--- src/design/cbd_pkg.sv ---
// shared types and constants for the chunked body decoder
// no dependencies; imported by cbd_line_feed and chunked_body_decoder_core
package cbd_pkg;

    // decoder phase
    typedef enum logic [2:0] {
        PH_LINE     = 3'd0,
        PH_LINE_CR  = 3'd1,
        PH_DATA     = 3'd2,
        PH_TRAIL_CR = 3'd3,
        PH_TRAIL_LF = 3'd4,
        PH_HALT     = 3'd5
    } phase_t;

    // status codes carried with a status word
    typedef enum logic [2:0] {
        ST_DONE       = 3'd0,
        ST_NO_LINE    = 3'd1,
        ST_BAD_SIZE   = 3'd2,
        ST_INCOMPLETE = 3'd3,
        ST_NO_CRLF    = 3'd4
    } status_t;

    // flags of the size line being parsed
    typedef struct packed {
        logic digits_seen;
        logic digits_ended;
        logic size_bad;
    } line_flags_t;

    // hex digit decode result
    typedef struct packed {
        logic       valid;
        logic [3:0] value;
    } hex_digit_t;

    localparam logic [7:0] CHAR_CR = 8'h0D;
    localparam logic [7:0] CHAR_LF = 8'h0A;

    // decode one ascii hex digit, either case
    function automatic hex_digit_t hex_decode(input logic [7:0] c);
        hex_digit_t r;
        r.valid = 1'b1;
        r.value = 4'd0;
        if (c >= 8'h30 && c <= 8'h39)
        begin
            r.value = 4'(c - 8'h30);
        end
        else if (c >= 8'h61 && c <= 8'h66)
        begin
            r.value = 4'(c - 8'h57);
        end
        else if (c >= 8'h41 && c <= 8'h46)
        begin
            r.value = 4'(c - 8'h37);
        end
        else
        begin
            r.valid = 1'b0;
        end
        return r;
    endfunction

endpackage

--- src/design/cbd_line_feed.sv ---
// size line character feed: folds one byte into the chunk size being parsed
// depends on cbd_pkg (line_flags_t, hex_decode)
module cbd_line_feed
    import cbd_pkg::*;
#(
    parameter int SIZE_WIDTH = 32
)
(
    input  logic [7:0]            ch,
    input  line_flags_t           flags_in,
    input  logic [SIZE_WIDTH-1:0] size_in,
    output line_flags_t           flags_out,
    output logic [SIZE_WIDTH-1:0] size_out
);

    hex_digit_t digit;

    assign digit = hex_decode(ch);

    // leading digits only; a non-hex byte ends the digit run
    always_comb
    begin
        flags_out = flags_in;
        size_out  = size_in;
        if (!flags_in.digits_ended)
        begin
            if (!digit.valid)
            begin
                flags_out.digits_ended = 1'b1;
            end
            else
            begin
                flags_out.digits_seen = 1'b1;
                if (!flags_in.size_bad)
                begin
                    // overflow when the top nibble is already in use
                    if (size_in[SIZE_WIDTH-1 -: 4] != 4'd0)
                    begin
                        flags_out.size_bad = 1'b1;
                    end
                    else
                    begin
                        size_out = {size_in[SIZE_WIDTH-5:0], digit.value};
                    end
                end
            end
        end
    end

endmodule

--- src/design/chunked_body_decoder_core.sv ---
// chunked body decoder: one input byte per clock, result held in an output register
// registered: an accepted byte's payload or status word is in the output register in the cycle after the byte
// throughput: one byte per cycle, set by the single state update per accepted byte
// s_tready drops only while the output register holds a word that is not taken
// reset (rst_n low, asynchronous) returns to the start of a size line, output empty
// depends on cbd_pkg and cbd_line_feed
module chunked_body_decoder_core
    import cbd_pkg::*;
#(
    parameter int SIZE_WIDTH = 32
)
(
    input  logic       clk,
    input  logic       rst_n,
    input  logic       s_tvalid,
    output logic       s_tready,
    input  logic [7:0] s_tdata,   // [7:0] data_byte
    input  logic       s_tlast,   // body_end
    output logic       m_tvalid,
    input  logic       m_tready,
    output logic [7:0] m_tdata,   // [7:0] payload_byte
    output logic [3:0] m_tuser    // [0] is_status, [3:1] end_code
);

    phase_t                phase_reg, phase_next;
    line_flags_t           flags_reg, flags_next;
    logic [SIZE_WIDTH-1:0] chunk_reg, chunk_next;
    logic [SIZE_WIDTH-1:0] left_reg, left_next;

    logic                  m_tvalid_reg, m_tvalid_next;
    logic [7:0]            m_tdata_reg, m_tdata_next;
    logic [3:0]            m_tuser_reg, m_tuser_next;

    line_flags_t           feed_flags;
    logic [SIZE_WIDTH-1:0] feed_size;

    logic                  accept;
    logic                  restart;
    logic                  res_valid;
    logic                  res_status;
    status_t               res_code;

    assign s_tready = !m_tvalid_reg || m_tready;
    assign accept   = s_tvalid && s_tready;
    assign m_tvalid = m_tvalid_reg;
    assign m_tdata  = m_tdata_reg;
    assign m_tuser  = m_tuser_reg;

    // size line digit folding for the current byte
    cbd_line_feed #(
        .SIZE_WIDTH (SIZE_WIDTH)
    ) u_feed (
        .ch        (s_tdata),
        .flags_in  (flags_reg),
        .size_in   (chunk_reg),
        .flags_out (feed_flags),
        .size_out  (feed_size)
    );

    // result of the current byte
    always_comb
    begin
        res_valid  = 1'b0;
        res_status = 1'b0;
        res_code   = ST_DONE;
        restart    = 1'b0;
        unique case (phase_reg)
            PH_LINE:
            begin
                if (s_tlast)
                begin
                    res_valid = 1'b1; res_status = 1'b1; res_code = ST_NO_LINE;
                    restart   = 1'b1;
                end
            end
            PH_LINE_CR:
            begin
                if (s_tdata == CHAR_LF)
                begin
                    if (!flags_reg.digits_seen || flags_reg.size_bad)
                    begin
                        res_valid = 1'b1; res_status = 1'b1; res_code = ST_BAD_SIZE;
                        restart   = s_tlast;
                    end
                    else if (s_tlast)
                    begin
                        res_valid = 1'b1; res_status = 1'b1; res_code = ST_INCOMPLETE;
                        restart   = 1'b1;
                    end
                end
                else if (s_tlast)
                begin
                    res_valid = 1'b1; res_status = 1'b1; res_code = ST_NO_LINE;
                    restart   = 1'b1;
                end
            end
            PH_DATA:
            begin
                res_valid = 1'b1;
                if (s_tlast)
                begin
                    res_status = 1'b1; res_code = ST_INCOMPLETE;
                    restart    = 1'b1;
                end
            end
            PH_TRAIL_CR:
            begin
                if (s_tlast)
                begin
                    res_valid = 1'b1; res_status = 1'b1; res_code = ST_INCOMPLETE;
                    restart   = 1'b1;
                end
                else if (s_tdata != CHAR_CR)
                begin
                    res_valid = 1'b1; res_status = 1'b1; res_code = ST_NO_CRLF;
                end
            end
            PH_TRAIL_LF:
            begin
                if (s_tdata != CHAR_LF)
                begin
                    res_valid = 1'b1; res_status = 1'b1; res_code = ST_NO_CRLF;
                    restart   = s_tlast;
                end
                else if (chunk_reg == '0)
                begin
                    res_valid = 1'b1; res_status = 1'b1; res_code = ST_DONE;
                    restart   = s_tlast;
                end
                else
                begin
                    // end of a nonzero chunk starts the next size line
                    if (s_tlast)
                    begin
                        res_valid = 1'b1; res_status = 1'b1; res_code = ST_NO_LINE;
                    end
                    restart = 1'b1;
                end
            end
            PH_HALT:
            begin
                restart = s_tlast;
            end
            default:
            begin
                restart = 1'b1;
            end
        endcase
    end

    // next decoder state
    always_comb
    begin
        phase_next = phase_reg;
        flags_next = flags_reg;
        chunk_next = chunk_reg;
        left_next  = left_reg;
        if (restart)
        begin
            phase_next = PH_LINE;
            flags_next = '0;
            chunk_next = '0;
            left_next  = '0;
        end
        else if (res_status)
        begin
            phase_next = PH_HALT;
        end
        else
        begin
            unique case (phase_reg)
                PH_LINE:
                begin
                    if (s_tdata == CHAR_CR)
                    begin
                        phase_next = PH_LINE_CR;
                    end
                    else
                    begin
                        flags_next = feed_flags;
                        chunk_next = feed_size;
                    end
                end
                PH_LINE_CR:
                begin
                    if (s_tdata == CHAR_LF)
                    begin
                        if (chunk_reg == '0)
                        begin
                            phase_next = PH_TRAIL_CR;
                        end
                        else
                        begin
                            left_next  = chunk_reg;
                            phase_next = PH_DATA;
                        end
                    end
                    else
                    begin
                        // a lone cr is a non-hex line character
                        flags_next.digits_ended = 1'b1;
                        phase_next = (s_tdata == CHAR_CR) ? PH_LINE_CR : PH_LINE;
                    end
                end
                PH_DATA:
                begin
                    left_next = left_reg - SIZE_WIDTH'(1);
                    if (left_reg == SIZE_WIDTH'(1))
                    begin
                        phase_next = PH_TRAIL_CR;
                    end
                end
                PH_TRAIL_CR:
                begin
                    phase_next = PH_TRAIL_LF;
                end
                PH_TRAIL_LF:
                begin
                    phase_next = PH_TRAIL_LF;
                end
                PH_HALT:
                begin
                    phase_next = PH_HALT;
                end
                default:
                begin
                    phase_next = PH_LINE;
                end
            endcase
        end
    end

    // output register load
    always_comb
    begin
        m_tvalid_next = m_tvalid_reg;
        m_tdata_next  = m_tdata_reg;
        m_tuser_next  = m_tuser_reg;
        if (s_tready)
        begin
            m_tvalid_next = accept && res_valid;
            m_tdata_next  = res_status ? 8'd0 : s_tdata;
            m_tuser_next  = {res_code, res_status};
        end
    end

    // control registers
    always_ff @(posedge clk or negedge rst_n)
    begin
        if (!rst_n)
        begin
            phase_reg    <= PH_LINE;
            flags_reg    <= '0;
            chunk_reg    <= '0;
            left_reg     <= '0;
            m_tvalid_reg <= 1'b0;
        end
        else
        begin
            m_tvalid_reg <= m_tvalid_next;
            if (accept)
            begin
                phase_reg <= phase_next;
                flags_reg <= flags_next;
                chunk_reg <= chunk_next;
                left_reg  <= left_next;
            end
        end
    end

    // output word registers
    always_ff @(posedge clk)
    begin
        m_tdata_reg <= m_tdata_next;
        m_tuser_reg <= m_tuser_next;
    end

endmodule
--- config.mk ---
export PLATFORM = sky130hd
export DESIGN_NAME = chunked_body_decoder_core
export DESIGN_NICKNAME = d
export VERILOG_FILES = /design/src/design/cbd_pkg.sv /design/src/design/cbd_line_feed.sv /design/src/design/chunked_body_decoder_core.sv
export SDC_FILE = /design/constraint.sdc
export NUM_CORES = 1
export LEC_CHECK = 0
export BUFFER_PORTS_ARGS = -buffer_cell sky130_fd_sc_hd__buf_2
export CORE_ASPECT_RATIO = 1.75
export CORE_MARGIN = 3
export CORE_UTILIZATION = 40
export DETAILED_ROUTE_END_ITERATION = 16
export GPL_TIMING_DRIVEN = 0
export SKIP_LAST_GASP = 1
export SYNTH_ARGS = -nofsm -noshare
export SYNTH_HDL_FRONTEND = slang
export SYNTH_SLANG_ARGS = --single-unit
--- constraint.sdc ---
create_clock -name clk -period 2.98 [get_ports clk]
set_input_delay 0.447 -clock clk [delete_from_list [all_inputs] [get_ports clk]]
set_output_delay 0.447 -clock clk [all_outputs]
set_load 0.02 [all_outputs]
==> impl_metrics.json, run 1 <==
{
  "ys_warn_count": 0,
  "drt-initial-drc-count": 504,
  "netlist_area_um2": 4870,
  "cts-htree-levels": 3,
  "length_in_cells_of_the_worst_reg_to_reg_path": 7,
  "rsz0062_at_grt": "yes",
  "detailroute.via_count": 4840,
  "globalRouteTotalUtil_pct": 26.6,
  "final_max_slew_viol_count": 0,
  "synth_flop_cell": "sky130_fd_sc_hd__dfrtp_1",
  "ir_drop_mv": 0.268,
  "placement.cell_area_um2": 5200,
  "path_class": "flop to flop",
  "number_of_antenna_violations_at_the_first_check_in_global_routing": 0,
  "worstSetupStartpointType": "flop",
  "gp_congestion": 0.987,
  "synth_sequential_area_ratio_pct": 43.8,
  "worst_pin_slew_ns": 0.845,
  "ctsRootBufferMaster": "sky130_fd_sc_hd__clkbuf_16",
  "hold_viol": 0,
  "fin_nets": 614,
  "synth_nets": 572,
  "antenna_cells_inserted": 0,
  "postSynthAreaPerCell_um2": 8.81,
  "ctsLongestPathBuffers": 2,
  "worstSetupPathDepth": 7,
  "cpMaxStageDelayCell": "sky130_fd_sc_hd__o32ai_1",
  "area.growth.synth_to_final_pct": 15.6,
  "crit_path_max_delay_family": "compound AO/OA/AOI/OAI gates",
  "fmaxAchievable_mhz": 334,
  "failing_checks": "negative setup slack",
  "clk_pin_slew_worst_paths_ns": 0.06,
  "drive_above_1_share_pct": 14.8,
  "cts_made_buffers": 9,
  "r2r-end": "left_reg[17]",
  "relSlewSlack_pct": 42.2,
  "design_area_um2": 5630,
  "floorplan.core_area_um2": 11700,
  "dp_worst_setup_slack_ns": -0.718,
  "grt_start_max_net_pins": 49,
  "timing.final.crit_period_ns": 2.99,
  "synth.lib_cells_used.distinct": 71,
  "tritoncts_num_sinks": 83,
  "timing.rr.start": "chunk_reg[1]",
  "number_of_placement_rows": 52,
  "num_io_pins": 27,
  "detail_route.wirelength_mm": 17.5,
  "grt_pass1_vias": 4814,
  "hpwl_mm": 13.1,
  "end_kind": "flop",
  "setup_violations": 1,
  "grt_first_pass_wirelength_mm": 27.2,
  "floorplan.die_area_um2": 13600,
  "grt_overflow_total": 0,
  "period_share_pct": 100,
  "drt_pass1_iterations": 8,
  "worstPathCellList": "nor4_2 -> and4_1 -> clkbuf_1 -> a211o_1 -> nand3_1 -> o32ai_1 -> o221a_2",
  "required_time_worst_endpoint_ns": 3.27,
  "die_height_um": 152,
  "layout_setup_ws_ns": -0.0133,
  "initial_standard_cell_utilization_of_the_core_pct": 41.6,
  "worstPathMaxFanout": 7,
  "ffs_latches_synth": 83,
  "floorplan.die.width_um": 89.5,
  "run_status": "finished with violations",
  "vias_per_cell": 6.59,
  "crit_buf_inv": 1,
  "r2r_slack_ns": -0.01,
  "cap_viol_max_count": 0,
  "drcViolationCount": 0,
  "cp.arrival_ns": 3.28,
  "final.setup_skew_ns": 0.00490,
  "number_of_enable_flip_flop_cells_after_synthesis": 12,
  "tritoncts": "done",
  "post-layout-total-power_w": 0.00309,
  "syn-instance-count": 553,
  "buffer_ports.inserted": 25,
  "antenna_violating_nets_post_route": 0,
  "cts_hold_repair.buffers": 0,
  "p_leak_nw": 2.29,
  "worst_skew_pair.late_latency_ns": 0.35,
  "finish.utilization_pct": 48.1,
  "ffs_w_async_s_r_synth_pct": 85.5,
  "mean_routed_wirelength_per_cell_um": 23.8,
  "worst_path_largest_cell_delay_ns": 0.54,
  "hold_path.class": "primary input to async pin",
  "cellPowerDensity_nw_per_um2": 549
}
-- stage by stage --
stage	TNS (ns)	hold slack [ns]	cells
after floorplan	0	0.151	553
after global placement	-28.74	0.471	713
after detailed placement	-26.44	0.397	714
after CTS	-0.00871	0.0296	734
after global routing	-0.0939	0.0388	735
final	-0.0133	0.0221	735
-- layout by cell type, fill, tap and decap left out, types with 4 or more instances in the layout --
cell | synthesis | layout
sky130_fd_sc_hd__a211oi_1 | 5 | 4
sky130_fd_sc_hd__a21oi_1 | 35 | 33
sky130_fd_sc_hd__a221oi_1 | 4 | 4
sky130_fd_sc_hd__a2bb2oi_1 | 4 | 4
sky130_fd_sc_hd__a31oi_1 | 8 | 8
sky130_fd_sc_hd__a41oi_1 | 6 | 6
sky130_fd_sc_hd__and2_1 | 7 | 7
sky130_fd_sc_hd__buf_2 | 5 | 29
sky130_fd_sc_hd__buf_4 | 0 | 6
sky130_fd_sc_hd__clkbuf_1 | 30 | 23
sky130_fd_sc_hd__clkbuf_16 | 0 | 9
sky130_fd_sc_hd__clkbuf_2 | 0 | 7
sky130_fd_sc_hd__dfrtp_1 | 71 | 71
sky130_fd_sc_hd__edfxtp_1 | 12 | 12
sky130_fd_sc_hd__ha_1 | 6 | 6
sky130_fd_sc_hd__inv_1 | 15 | 15
sky130_fd_sc_hd__mux2_2 | 5 | 5
sky130_fd_sc_hd__nand2_1 | 85 | 84
sky130_fd_sc_hd__nand2b_1 | 6 | 5
sky130_fd_sc_hd__nand3_1 | 18 | 18
sky130_fd_sc_hd__nand4_1 | 4 | 4
sky130_fd_sc_hd__nor2_1 | 37 | 36
sky130_fd_sc_hd__nor3_1 | 11 | 10
sky130_fd_sc_hd__nor3b_1 | 6 | 6
sky130_fd_sc_hd__nor4_1 | 20 | 17
sky130_fd_sc_hd__o211ai_1 | 7 | 7
sky130_fd_sc_hd__o21ai_0 | 46 | 45
sky130_fd_sc_hd__o22a_1 | 8 | 8
sky130_fd_sc_hd__o31ai_1 | 9 | 9
sky130_fd_sc_hd__o32a_1 | 4 | 4
sky130_fd_sc_hd__or3_1 | 5 | 5
sky130_fd_sc_hd__or4_1 | 4 | 4
sky130_fd_sc_hd__xor2_1 | 4 | 4
-- power by group --
part | leakage [nW] | internal (W) | switching, W
Clock | 0.148 | 0.000727 | 0.000456
Sequential | 1.08 | 0.00124 | 0.0000961
Combinational | 1.06 | 0.000199 | 0.000372
Total | 2.29 | 0.00217 | 0.000924
-- timing repair --
item | CTS | global route
endpoints found under the setup margin | 63 | 33
resized for setup | 16 | 13
setup buffers | 4 | 1
pin swaps | 3 | 1
-- routing by layer --
layer / global-route usage [%] / part of all wire (%) / up-vias
li1: - / - / 2163
met1: 28.2 / 35 / 2345
met2: 46.8 / 53 / 248
met3: 5.26 / 5.8 / 84
met4: 15.5 / 6.2 / 0
met5: 0 / 0 / -
-- worst reg2reg max path, stage by stage (launching register included) --
cell	delay, ns
sky130_fd_sc_hd__dfrtp_1	0.45
sky130_fd_sc_hd__nor4_2	0.38
sky130_fd_sc_hd__and4_1	0.31
sky130_fd_sc_hd__clkbuf_1	0.31
sky130_fd_sc_hd__a211o_1	0.36
sky130_fd_sc_hd__nand3_1	0.29
sky130_fd_sc_hd__o32ai_1	0.54
sky130_fd_sc_hd__o221a_2	0.28
-- logic make-up after synthesis --
family	Yosys count	synth area share (%)
AOI/OAI and AO/OA	176	24.6
buffers and inverters	51	4.21
and+or+nand+nor	223	22.9
adders and majority gates	6	1.54
xor gates and xnor gates	7	1.26
DFF	83	43.8
muxes	7	1.57
-- cells in the mapped netlist, types with 5 or more instances --
cell                       instances  area share, %
sky130_fd_sc_hd__a211oi_1          5           0.77
sky130_fd_sc_hd__a21oi_1          35            3.6
sky130_fd_sc_hd__a31oi_1           8            1.0
sky130_fd_sc_hd__a41oi_1           6            1.1
sky130_fd_sc_hd__and2_1            7           0.90
sky130_fd_sc_hd__buf_2             5           0.51
sky130_fd_sc_hd__clkbuf_1         30            2.3
sky130_fd_sc_hd__dfrtp_1          71             36
sky130_fd_sc_hd__edfxtp_1         12            7.4
sky130_fd_sc_hd__ha_1              6            1.5
sky130_fd_sc_hd__inv_1            15            1.2
sky130_fd_sc_hd__mux2_2            5            1.2
sky130_fd_sc_hd__nand2_1          85            6.5
sky130_fd_sc_hd__nand2b_1          6           0.77
sky130_fd_sc_hd__nand3_1          18            1.8
sky130_fd_sc_hd__nor2_1           37            2.8
sky130_fd_sc_hd__nor3_1           11            1.1
sky130_fd_sc_hd__nor3b_1           6           0.92
sky130_fd_sc_hd__nor4_1           20            2.6
sky130_fd_sc_hd__o211ai_1          7            1.1
sky130_fd_sc_hd__o21ai_0          46            4.7
sky130_fd_sc_hd__o22a_1            8            1.4
sky130_fd_sc_hd__o31ai_1           9            1.4
sky130_fd_sc_hd__or3_1             5           0.64
-- final cells by class --
| type | count | area [µm²] |
|---|---|---|
| Inverter | 15 | 56.3 |
| Clock inverter | 6 | 80.1 |
| Buffer | 36 | 161 |
| Timing Repair Buffer | 31 | 193 |
| Tap cell | 135 | 169 |
| Sequential cell | 83 | 2140 |
| Fill cell | 1139 | 6080 |
| Clock buffer | 10 | 229 |
| Multi-Input combinational cell | 419 | 2610 |
-- how the worst max path moves through the flow --
stage                        startpoint            to
after CTS                 chunk_reg[30]   left_reg[1]
after global routing      chunk_reg[30]  left_reg[26]
after floorplan            left_reg[10]  left_reg[28]
final                      chunk_reg[1]  left_reg[17]
after global placement       s_tdata[0]  left_reg[26]
after detailed placement     s_tdata[0]  left_reg[26]
Power figures use the tool's default switching activity.
==> run 2, diff against run 1 <==
CORE_MARGIN = default   (was 3)
RECOVER_POWER = 25   (was default)
clock period = 3.3 ns   (was 2.98 ns; I/O delays follow)
==> impl_metrics.json, run 2 (synthesis results as in run 1) <==
{
  "worstSetupStartpointType": "flop",
  "number_of_antenna_violations_at_the_first_check_in_global_routing": 0,
  "final_max_slew_viol_count": 31,
  "r2r_slack_ns": -0.05,
  "r2r-end": "left_reg[26]",
  "timing.final.crit_period_ns": 3.35,
  "worstPathCellList": "nor4_1 -> and4_1 -> clkbuf_1 -> a211oi_2 -> o21ai_2 -> nand2_1 -> buf_2 -> mux2_2",
  "drt-initial-drc-count": 454,
  "antenna_cells_inserted": 0,
  "worstSetupEndpoint": "left_reg[26]",
  "cap_viol_max_count": 1,
  "post-layout-total-power_w": 0.00279,
  "seq_area_um2": 2140,
  "multiInputGateArea_um2": 2560,
  "cellPowerDensity_nw_per_um2": 502,
  "length_in_cells_of_the_worst_reg_to_reg_path": 8,
  "ir_drop_mv": 0.277,
  "area.growth.synth_to_final_pct": 14.1,
  "relSlewSlack_pct": -7.02,
  "drcViolationCount": 0,
  "ctsRootBufferMaster": "sky130_fd_sc_hd__clkbuf_16",
  "rsz0062_at_grt": "yes",
  "layout_common_cells": "85 x sky130_fd_sc_hd__nand2_1, 71 x sky130_fd_sc_hd__dfrtp_1, 46 x sky130_fd_sc_hd__o21ai_0",
  "period_share_pct": 102,
  "end_kind": "flop",
  "buffer_ports.inserted": 25,
  "tritoncts_num_sinks": 83,
  "initial_standard_cell_utilization_of_the_core_pct": 40.8,
  "finish.cell_count_without_fillers": 737,
  "layout_setup_ws_ns": -0.0525,
  "cts-htree-levels": 3,
  "vias_per_cell": 6.54,
  "startpoint": "chunk_reg[26]",
  "num_io_pins": 27,
  "filler_cell_count": 1183,
  "required_time_worst_endpoint_ns": 3.54,
  "worstPathMaxFanout": 10,
  "timing.rr.start": "chunk_reg[26]",
  "fin_nets": 614,
  "cp.arrival_ns": 3.59,
  "ctsLongestPathBuffers": 2,
  "drt_pass1_iterations": 5,
  "hold_viol": 0,
  "layout.cells.most_common": "sky130_fd_sc_hd__nand2_1",
  "dpl_cells": 716,
  "globalRouteTotalUtil_pct": 28.7,
  "holdWs_ns": 0.409,
  "cts_made_buffers": 9,
  "cpMaxStageDelayCell": "sky130_fd_sc_hd__nor4_1",
  "floorplan.die.width_um": 85.5,
  "antenna_violating_nets_post_route": 0,
  "final.setup.tns_ns": -0.146,
  "grt_start_max_net_pins": 43,
  "path_class": "flop to flop",
  "number_of_placement_rows": 53,
  "grt_pass1_vias": 4907,
  "fmaxAchievable_mhz": 298,
  "setup_violations": 3,
  "floorplan.die_area_um2": 12600,
  "drive_above_1_share_pct": 13.0,
  "tritoncts": "done",
  "worst_skew_pair.late_latency_ns": 0.35,
  "clk_pin_slew_worst_paths_ns": 0.06,
  "grt_first_pass_wirelength_mm": 27.1,
  "failing_checks": "max-capacitance violations, max-slew violations, negative setup slack",
  "floorplan.core_area_um2": 11900,
  "hpwl_mm": 12.9,
  "worst_path_largest_cell_delay_ns": 0.59,
  "die_height_um": 148,
  "p_leak_nw": 2.26,
  "mean_routed_wirelength_per_cell_um": 23.4,
  "final.setup_skew_ns": 0.00883,
  "run_status": "finished with violations",
  "detailroute.via_count": 4817,
  "worst_pin_slew_ns": 1.61,
  "gp_congestion": 0.956,
  "hold_path.class": "primary input to flop",
  "detail_route.wirelength_mm": 17.2,
  "grt_overflow_total": 0
}
[run 2: changes by cell type in the layout (fill, tap and decap cells not counted), sizes merged]
cell and change:
clkinv -1, buf -2, clkbuf +3
[run 2: final cells by class]
cell class	count	area share [%]
multi-input cells	419	46.1
well taps	137	3.08
inverters	15	1.01
flip-flops and latches	83	38.4
clock buffers	11	4.19
repair buffers	31	2.99
plain buffers	36	2.79
clock inverters	5	1.40
[run 2: metrics by stage]
step	instance area [µm²]	utilization [%]	setup slack (ns)
2_1_floorplan	4870	-	0.719
3_3_place_gp	5170	43.3	-0.428
3_5_place_dp	5200	43.6	-0.465
4_1_cts	5530	46.3	-0.0840
5_1_grt	5560	46.6	-0.0397
6_report	5560	46.6	-0.0525
[run 2: power by group]
group	switching, W	internal, W
sequential	0.0000858	0.00112
combinational	0.000331	0.000170
clock	0.000423	0.000661
[run 2: critical path: cells and delay by family (launching register included)]
kind                   cells  cell delay [ns]
AOI/OAI and AO/OA          2             0.64
DFF                        1             0.47
buffers and inverters      2             0.57
and+or+nand+nor            3             1.26
muxes                      1             0.29
[run 2: timing repair]
action / in CTS / in global routing
pin swaps: 0 / 1
gates resized for setup: 5 / 9
endpoints found under the setup margin: 55 / 60
hold buffers: 0 / 0
buffers inserted: 0 / 5
[run 2: worst min-delay path by stage]
stage                 startpoint           end  cells past startpoint
CTS                        rst_n   left_reg[7]                      1
detailed placement         rst_n  chunk_reg[0]                      1
floorplan                  rst_n  chunk_reg[0]                      0
global route            s_tvalid      m_tvalid                      3
finish                  s_tvalid      m_tvalid                      3
global placement    flags_reg[2]  flags_reg[2]                      2
[run 2: metal layers]
layer / vias to the layer above / global-route usage (%) / share of wire, %
met5: - / 0 / 0
met4: 0 / 22.1 / 8.2
met1: 2313 / 28.8 / 34
met3: 93 / 5.19 / 5.3
met2: 256 / 51.4 / 52
li1: 2155 / - / -
